<file path="src/ucbs_pkg.sv">
// Shared types and constants for the uniform cubic B-spline evaluator.
// Holds field widths, stream packing offsets, fixed-point constants and the
// write-port struct. No dependencies.
package ucbs_pkg;

  // Field widths
  localparam int IDX_W   = 5;
  localparam int COEF_W  = 32;
  localparam int X_W     = 18;
  localparam int Y_W     = 32;
  localparam int SEG_W   = 5;

  // Stream packing (tdata fields from the lowest bit up)
  localparam int IDX_LSB   = 0;
  localparam int COEF_LSB  = IDX_LSB + IDX_W;
  localparam int X_LSB     = COEF_LSB + COEF_W;
  localparam int Y_LSB     = X_LSB + X_W;
  localparam int S_FIELD_W = Y_LSB + Y_W;
  localparam int S_TDATA_W = ((S_FIELD_W + 7) / 8) * 8;
  localparam int M_TDATA_W = COEF_W;

  // Fixed-point layout
  localparam int FRAC_T  = 17;                 // t and u fraction bits
  localparam int TQ_W    = X_W + SEG_W;
  localparam int U_W     = FRAC_T + 1;         // u in (0,1]
  localparam int V_W     = FRAC_T;             // v = 1 - u in [0,1)
  localparam int SLOT_W  = 8;                  // signed slot, -1 .. 64
  localparam int U2_W    = 2 * FRAC_T + 1;
  localparam int U3_W    = 3 * FRAC_T + 1;
  localparam int NUM_W   = 3 * FRAC_T + 4;     // basis numerators, times 6
  localparam int W_FRAC  = 30;                 // weight fraction bits
  localparam int H_LSB   = 3 * FRAC_T - W_FRAC + 1;
  localparam int H_W     = 32;
  localparam int W_W     = 30;
  localparam int PROD_W  = COEF_W + W_W + 1;
  localparam int ACC_W   = 64;

  localparam int NUM_LANES = 4;
  localparam int BANK_W    = 2;

  // floor(h / 3) = (h * DIV3_MAGIC) >> DIV3_SHIFT for any 32-bit h
  localparam logic [H_W-1:0] DIV3_MAGIC = 32'hAAAA_AAAB;
  localparam int             DIV3_SHIFT = 33;

  localparam logic [U_W-1:0]   ONE_U    = U_W'(1) << FRAC_T;
  localparam logic [NUM_W-1:0] NUM_BIAS = NUM_W'(3) << (H_LSB - 1);
  localparam logic [NUM_W-1:0] NUM_TOP  = (NUM_W'(1) << (3 * FRAC_T + 2)) + NUM_BIAS;
  localparam logic signed [ACC_W-1:0] ROUND_HALF = ACC_W'(1) << (W_FRAC - 1);

  localparam logic [COEF_W-1:0] RES_MAX = {1'b0, {(COEF_W-1){1'b1}}};
  localparam logic [COEF_W-1:0] RES_MIN = {1'b1, {(COEF_W-1){1'b0}}};

  typedef enum logic {
    OP_EVAL = 1'b0,
    OP_LOAD = 1'b1
  } op_t;

  typedef struct packed {
    logic              en;
    logic [IDX_W-1:0]  slot;
    logic [COEF_W-1:0] data;
  } ucbs_wr_t;

endpackage

</file>
<file path="src/ucbs_coef_store.sv">
// Coefficient store: four banks interleaved on slot[1:0], so any four
// consecutive slots are read together in the same cycle, one per bank.
// Depends on ucbs_pkg.
module ucbs_coef_store
  import ucbs_pkg::*;
#(
  parameter int MAX_COEFS = 32
) (
  input  logic                                clk,
  input  logic                                rst,
  input  ucbs_wr_t                            wr,
  input  logic                                rd_en,
  input  logic [NUM_LANES-1:0][SLOT_W-1:0]    rd_slot,   // slot per bank
  output logic [NUM_LANES-1:0][COEF_W-1:0]    rd_data    // zero if never written
);

  localparam int ROWS  = (MAX_COEFS + NUM_LANES - 1) / NUM_LANES;
  localparam int ROW_W = (ROWS > 1) ? $clog2(ROWS) : 1;

  logic [ROW_W-1:0]  wr_row;
  logic [BANK_W-1:0] wr_bank;

  assign wr_row  = ROW_W'(wr.slot[IDX_W-1:BANK_W]);
  assign wr_bank = wr.slot[BANK_W-1:0];

  for (genvar b = 0; b < NUM_LANES; b++) begin : g_bank
    logic [COEF_W-1:0] mem [ROWS];
    logic [ROWS-1:0]   written;
    logic [COEF_W-1:0] rdat;
    logic              rhit;
    logic [ROW_W-1:0]  rrow;
    logic              wsel;

    assign rrow = ROW_W'(rd_slot[b][SLOT_W-1:BANK_W]);
    assign wsel = wr.en && (wr_bank == BANK_W'(b));

    always_ff @(posedge clk) begin
      if (wsel) begin
        mem[wr_row] <= wr.data;
      end
      if (rd_en) begin
        rdat <= mem[rrow];
        rhit <= written[rrow];
      end
    end

    // Reset marks every entry unwritten
    always_ff @(posedge clk) begin
      if (rst) begin
        written <= '0;
      end else if (wsel) begin
        written[wr_row] <= 1'b1;
      end
    end

    assign rd_data[b] = rhit ? rdat : '0;
  end

endmodule

</file>
<file path="config.mk">
export PLATFORM = sky130hd
export DESIGN_NAME = ucbs_coef_store
export DESIGN_NICKNAME = d
export VERILOG_FILES = /design/src/ucbs_pkg.sv /design/src/ucbs_coef_store.sv
export SDC_FILE = /design/constraint.sdc
export NUM_CORES = 1
export LEC_CHECK = 0
export BUFFER_PORTS_ARGS = -buffer_cell sky130_fd_sc_hd__buf_2
export CELL_PAD_IN_SITES_DETAIL_PLACEMENT = 1
export CELL_PAD_IN_SITES_GLOBAL_PLACEMENT = 2
export CORE_MARGIN = 4
export CORE_UTILIZATION = 49
export CTS_CLUSTER_DIAMETER = 30
export DETAILED_ROUTE_END_ITERATION = 8
export GPL_TIMING_DRIVEN = 0
export PLACE_DENSITY = 0.81
export SETUP_SLACK_MARGIN = 0.05
export SLEW_MARGIN = 20
export SYNTH_ARGS = -nofsm -noshare
export SYNTH_HDL_FRONTEND = slang
export SYNTH_SLANG_ARGS = --single-unit
</file>
<file path="constraint.sdc">
create_clock -name clk -period 3.9 [get_ports clk]
set_input_delay 0.975 -clock clk [delete_from_list [all_inputs] [get_ports clk]]
set_output_delay 0.975 -clock clk [all_outputs]
set_load 0.005 [all_outputs]
</file>
==> run summary, run 1 <==
The number of fill cells in the layout came out at 7331. The clock skew after layout is 33.4 ps. Routability-driven placement finished with a final weighted congestion of 0.761. The worst register-to-register path begins at g_bank[2].mem[1][3]. For this design, the slowest cell found on the critical path is sky130_fd_sc_hd__clkbuf_1. The total detailed-routing wirelength came out at 117 mm. The initial cell density of the core came out at 49.6%. Global routing finished with a remaining overflow of 0. The placeable core area came out at 90400 um2.

The starting DRC count in detailed routing is 2472. By startpoint and endpoint, the worst setup path is classified as reg -> out. Before antenna repair, the detailed router went through 5 iterations. Leaving out fill and tap cells, the most frequent cell in the layout is sky130_fd_sc_hd__edfxtp_1.

The maximum VDD drop came out at 0.473 mV. Buffers inserted during clock tree synthesis total 191. The endpoint identified for the worst register-to-register timing path is g_bank[2].rdat[3]. In the routed design, unresolved DRC markers number 0. The classification of the worst-slack hold path is in -> reg. Setup repair after global routing left no endpoint under its margin. The count of boundary I/O pins is 201.

The slew of the pin with the lowest slew margin is 1210 ps. The final layout net count came out at 2396. The flow ran to the end, and the final reports show no timing, DRC or antenna violations.

The share of the yosys chip area belonging to registers came out at 78.9%. In this run the static leakage power is 18.2 nW. The total of hold buffers inserted after clock tree synthesis came out at 0. The routed via count came out at 21.8k. The number of warnings printed during yosys synthesis is 0. The number of buffers inserted by port buffering came out at 165. Counting distinct cell types in the post-synthesis netlist gives 26. Clock-pin slew was measured on the worst setup and hold paths at 60 ps. In this run the worst path has a maximum fanout of 10. The worst-case register-to-register setup slack is 2330 ps.

The clock tree buffer depth is 3. The number of nets in the synthesized netlist is 2003. The mapped netlist covers 44800 um2.

The post-CTS repair timing setup buffer count came out at 0. The most critical setup path has its endpoint at rd_data[112]. TritonCTS built the clock tree.

The number of antenna violations at the first check in global routing was 12. The power density over the cells is 595 nW/um2. Dividing the detail-routed via count by the number of cells gives 5.94. Max-cap violations in this run came to 0. The first global-routing pass estimated 169 mm of wire. The category of the worst setup path capture point is a primary output. The critical path starts at g_bank[3].rhit. The hold violation total from the final report came to 0. Leaving out fill and tap cells, the most frequent cells in the layout are sky130_fd_sc_hd__edfxtp_1 (1156), sky130_fd_sc_hd__mux4_2 (242), sky130_fd_sc_hd__clkbuf_16 (195), sky130_fd_sc_hd__buf_2 (187), sky130_fd_sc_hd__mux2_2 (132). The vertical die dimension is 310 um.

After synthesis, the mean cell area works out to 23.2 um2. The setup violation total in the final timing report is 0. The floorplan step defined a die boundary enclosing 96300 um2.

Dividing the detail-routed wire length by the instance count gives 31.8 um. In the synthesized netlist, the number of instances is 1930. After layout, the design draws a total of 32.6 mW. The floorplan step set the die width to 310 um. The number of nets with antenna violations after detailed routing came out at 0. At the later pin of the worst-skew pair, clock insertion delay measures 780 ps.

The max-slew headroom at the worst pin came out at 19.4%. The post-detailed-placement half-perimeter wirelength is 67.3 mm. In this run the clock root is driven by a sky130_fd_sc_hd__clkbuf_16. Counting every sink on the clock net gives 1188. The largest stage delay on the critical path is 550 ps. The count of cells in the finished layout, fillers not included, comes to 3675.

At the worst endpoint, the arrival time is 2430 ps. Including well taps, the total number of placed cells is 3306. In this run, synthesis produced a sequential element count of 1188. The signal on the critical path passes through clkbuf_1, and2_1, buf_2. At the worst endpoint, the required time is 2920 ps. STA classifies the critical path startpoint as a register. The worst hold path cell count came out at 2. The post-route fraction of the period consumed by the critical path is 87.2%. Of the cells placed in the final design, the portion with a size suffix greater than 1 is 39.5%. Static timing analysis puts the maximum clock frequency at 294 MHz. The final max-slew violation count is 0.

The combined flip-flop and latch cell area came out at 35400 um2. After floorplanning, the core was divided into 110 placement rows. From synthesis to final layout, the design area changed by 22.3%. The level count of the clock H-tree is 4.

The number of global-route vias before repair is 23.7k. The pin count of the biggest net entering global routing came out at 52. The total track usage is 24.8%. The worst path in the final design needs a cycle of 3400 ps, including I/O delays and setup. The post-cts sizing count is 0.

The total area of multi-input combinational cells came out at 9140 um2. The depth of the worst register-to-register path is 2.
flip-flops by register name, summed over array words and instances, names as in the netlist:
register,count
g_bank.written,32
g_bank.rhit,4
g_bank.mem,1024
g_bank.rdat,128
cell usage after synthesis, drive strengths merged:
cell / count / area, um2
nand3: 2 / 10.0
clkbuf: 50 / 189
dfxtp: 32 / 641
dlymetal6s2s: 1 / 12.5
and3: 2 / 12.5
nand2: 1 / 3.75
and2: 128 / 801
edfxtp: 1156 / 34700
nor2: 65 / 244
a21oi: 32 / 160
nand3b: 5 / 37.5
or3: 1 / 6.26
mux2: 132 / 1490
nor3: 1 / 5.00
or3b: 3 / 26.3
mux4: 264 / 6030
buf: 46 / 355
nor3b: 4 / 35.0
and3b: 5 / 43.8
power breakdown:
| part | total [mW] | internal (mW) | switching (mW) |
|---|---|---|---|
| clock | 16.9 | 10.4 | 6.50 |
| combinational | 1.31 | 0.523 | 0.783 |
| sequential | 14.4 | 14.3 | 0.0728 |
| total | 32.6 | 25.2 | 7.36 |
critical path, delay by kind of cell (launching register included):
| kind | cells | cell delay [ps] |
|---|---|---|
| buffers and inverters | 2 | 730 |
| DFF | 1 | 540 |
| and+or+nand+nor | 1 | 380 |
kinds of logic (layout without fill, tap and decap cells):
group	Yosys count	after routing	share of synthesized area (%)
and+or+nand+nor	217	217	2.73
AOI/OAI and AO/OA	32	32	0.357
buffers and inverters	97	660	1.24
DFF	1188	1188	78.9
muxes	396	396	16.8
other	0	6	0
metal layers:
layer / wire length (um) / global-route usage [%]
met3: 9120 / 4.78
met5: 40 / 0
met1: 44400 / 32.9
met2: 60400 / 42.1
met4: 2930 / 7.88
metrics by stage:
step | setup TNS, ps | util, % | area (um2) | hold slack [ps] | setup WS, ps
global placement | -965120 | 52.1 | 47100 | 447 | -1220
global route | 0 | 60.6 | 54800 | 405 | 426
finish | 0 | 60.6 | 54800 | 414 | 497
floorplan | 0 | - | 44800 | 431 | 332
CTS | 0 | 60.6 | 54800 | 376 | 465
detailed placement | 0 | 53.3 | 48200 | 458 | 412
final cells by class:
class | instances | area share (%)
diodes | 6 | 0.0274
plain buffers | 97 | 1.02
clock buffers | 207 | 9.00
clock inverters | 156 | 2.99
multi-input cells | 645 | 16.7
flip-flops and latches | 1188 | 64.5
well taps | 1176 | 2.68
repair buffers | 200 | 3.10
how the worst min path moves through the flow:
stage / startpoint / end / slack [ps]
finish: rst / g_bank[2].written[7] / 410
global route: rst / g_bank[3].written[7] / 400
floorplan: g_bank[0].written[4] / g_bank[0].written[4] / 430
global placement: g_bank[2].written[4] / g_bank[2].written[4] / 450
detailed placement: g_bank[3].written[2] / g_bank[3].written[2] / 460
CTS: rst / g_bank[3].written[7] / 380
Note: power is estimated with default switching activity, not from simulation.
==> inputs of run 2 (changes only) <==
--- a/config.mk
+++ b/config.mk
@@ -12,6 +12,7 @@
 export CORE_UTILIZATION = 49
 export CTS_CLUSTER_DIAMETER = 30
 export DETAILED_ROUTE_END_ITERATION = 8
+export GPL_ROUTABILITY_DRIVEN = 0
 export GPL_TIMING_DRIVEN = 0
 export PLACE_DENSITY = 0.81
 export SETUP_SLACK_MARGIN = 0.05
==> constraint.sdc (replaced) <==
create_clock -name clk -period 3.9 [get_ports clk]
set_input_delay 0.585 -clock clk [delete_from_list [all_inputs] [get_ports clk]]
set_output_delay 0.585 -clock clk [all_outputs]
set_load 0.005 [all_outputs]
==> run 2 against run 1 <==
Total power about the same. Utilization about the same. Sequential power about the same. Setup slack better by 400 ps. Combinational power about the same. Clock power about the same.
==> run summary, run 2 (synthesized netlist as in run 1, its figures left out) <==
The wire length of the first global-routing pass came out at 169 mm. The total of max-cap violations is 0. The level count of the clock H-tree came out at 4. The startpoint identified for the worst register-to-register timing path is g_bank[0].mem[1][28]. The hold violation total from the final report came to 0.

The maximum fanout along the worst path is 10. The layout has 7330 filler cells. The worst hold path belongs to the class in -> reg.

The core region is 90400 um2. The clock-pin slew of the registers on the worst-case setup and hold paths came out at 60 ps. Dividing the detail-routed wire length by the instance count gives 31.8 um.

The pin count of the biggest net entering global routing came out at 52. Leaving out fill and tap cells, the most frequent cell in the layout is sky130_fd_sc_hd__edfxtp_1. The combined flip-flop and latch cell area is 35400 um2.

The flow ran to the end, and the final reports show no timing, DRC or antenna violations. The depth of the worst register-to-register path is 2. The number of antenna violations at the first check in global routing came out at 11.

The worst hold-check slack is 230 ps. After the last flow step, the layout net total stands at 2397. STA classifies the critical path endpoint as a primary output. The number of buffers created by CTS came out at 191.

The leakage power total came out at 18.2 nW. The power density over the cells came out at 594 nW/um2. At the worst endpoint, the required time is 3310 ps. The initial cell density of the core is 49.6%. Setup repair after global routing left no endpoint under its margin. The area growth from synthesis to layout is 22.3%. Before antenna repair, the detailed router went through 5 iterations. In this run the critical register-to-register path is captured at g_bank[0].rdat[28]. Power comes to 32.6 mW. Based on the critical path, the design can be clocked at up to 333 MHz. In the final layout, the registers with the most flip-flops are g_bank.mem (1024), g_bank.rdat (128), g_bank.written (32). The clock tree buffer depth came out at 3.

The width of the chip is 310 um. The TritonCTS clock tree is yes. The wire-length estimate of the detail-placed layout is 67.3 mm.

The clock sink total came out at 1188. The count of boundary I/O pins came out at 201. Once the clock tree was built, the setup fixing pass inserted 0 buffers. The total number of placement rows came out at 110. The worst setup path is of the reg -> out kind. The register with the most flip-flops in the final layout is g_bank.mem. The root buffer cell chosen for the clock tree is sky130_fd_sc_hd__clkbuf_16.

On the final layout, the worst clock skew is 36.3 ps. The total overflow reported by the global router came out at 0. The total track usage came out at 24.8%. The number of buffers inserted by port buffering is 165. The slew of the pin with the lowest slew margin came out at 1180 ps. Along the worst hold path, the cell count comes to 1. The setup violation total in the final timing report is 0. Leaving out fill and tap cells, the most frequent cells in the layout are sky130_fd_sc_hd__edfxtp_1 (1156), sky130_fd_sc_hd__mux4_2 (242), sky130_fd_sc_hd__clkbuf_16 (195), sky130_fd_sc_hd__buf_2 (187), sky130_fd_sc_hd__mux2_2 (132). Cells with a size suffix above 1 make up 39.5% of the layout. Of the available clock period, the critical path in the final layout requires 76.9%. Summing all multi-input logic gate instances after layout gives 9140 um2. The routed via count is 22.0k. The register with the most flip-flops in the layout has 1024 of them. Data on the critical path arrives at its endpoint at 2420 ps. For the worst-skew pair, the clock arrives at the later sink with an insertion delay of 780 ps. The number of nets with antenna violations after detailed routing came out at 0. The clock period minus worst slack came out at 3000 ps. The number of global-route vias before repair is 23.7k. The vertical die dimension came out at 310 um. The area of the die is 96300 um2.

The type of origin of the critical path is a register. IR analysis of the VDD net gives a maximum drop of 0.476 mV. After the first detailed-routing iteration, the DRC count stood at 2531.

For this block, the routed nets add up to 117 mm of wire. The worst-case register-to-register setup slack is 2310 ps. The per-cell via count in the routed design came out at 5.98. The count of unresolved DRC violations after routing is 0. The worst hold path begins at rd_en. The path with the worst hold slack has its endpoint at g_bank[2].rdat[25]. The final max-slew violation count was 0. Headroom to the max-slew limit came out at 21.1%.
## run 2: cell types whose count changed in the layout (fill, tap and decap cells not counted), sizes merged
cell / change
diode: +1
dlygate4sd3: +1
## run 2: through the flow
| step | TNS (ps) | instances | util (%) | worst slack (ps) | instance area (um2) |
|---|---|---|---|---|---|
| finish | 0 | 3677 | 60.6 | 900 | 54800 |
| detailed placement | 0 | 3306 | 53.3 | 802 | 48200 |
| global route | 0 | 3670 | 60.6 | 816 | 54800 |
| global placement | -533110 | 3271 | 52.1 | -834 | 47100 |
| floorplan | 0 | 1930 | - | 722 | 44800 |
| CTS | 0 | 3670 | 60.6 | 855 | 54800 |
## run 2: worst max-delay path by stage
| stage | start | end | slack, ps | cells after the start |
|---|---|---|---|---|
| 3_3_place_gp | wr[37] | g_bank[0].mem[0][18] | -830 | 4 |
| 5_1_grt | g_bank[3].rhit | rd_data[112] | 820 | 3 |
| 2_1_floorplan | wr[37] | g_bank[0].mem[0][0] | 720 | 4 |
| 6_report | g_bank[3].rhit | rd_data[112] | 900 | 3 |
| 4_1_cts | g_bank[3].rhit | rd_data[112] | 850 | 3 |
| 3_5_place_dp | wr[37] | g_bank[0].mem[7][18] | 800 | 5 |
## run 2: layout make-up
cell class | instances | area share, %
Clock inverter | 156 | 2.99
Timing Repair Buffer | 201 | 3.11
Antenna cell | 7 | 0.0320
Clock buffer | 207 | 9.00
Sequential cell | 1188 | 64.5
Buffer | 97 | 1.02
Multi-Input combinational cell | 645 | 16.7
Tap cell | 1176 | 2.68
## run 2: worst max-delay path: stages (launching register included)
cell	delay [ps]
sky130_fd_sc_hd__edfxtp_1	540
sky130_fd_sc_hd__clkbuf_1	540
sky130_fd_sc_hd__and2_1	370
sky130_fd_sc_hd__buf_2	170
## run 2: timing repair
| item | 4_1_cts | 5_1_grt |
|---|---|---|
| hold endpoints to repair | 2 | 0 |
| hold buffers | 1 | 0 |
| resized for setup | 0 | 0 |
## run 2: where the power goes
part,total [mW],switching [mW],leakage [nW],internal (mW)
Combinational,1.31,0.783,4.29,0.523
Sequential,14.4,0.0725,10.8,14.3
Clock,16.9,6.49,3.15,10.4
## run 2: metal layers
metal	global-route usage, %	wire [um]
met1	33.0	44400
met2	42.1	60200
met3	4.73	9340
met4	7.88	2980
met5	0	26
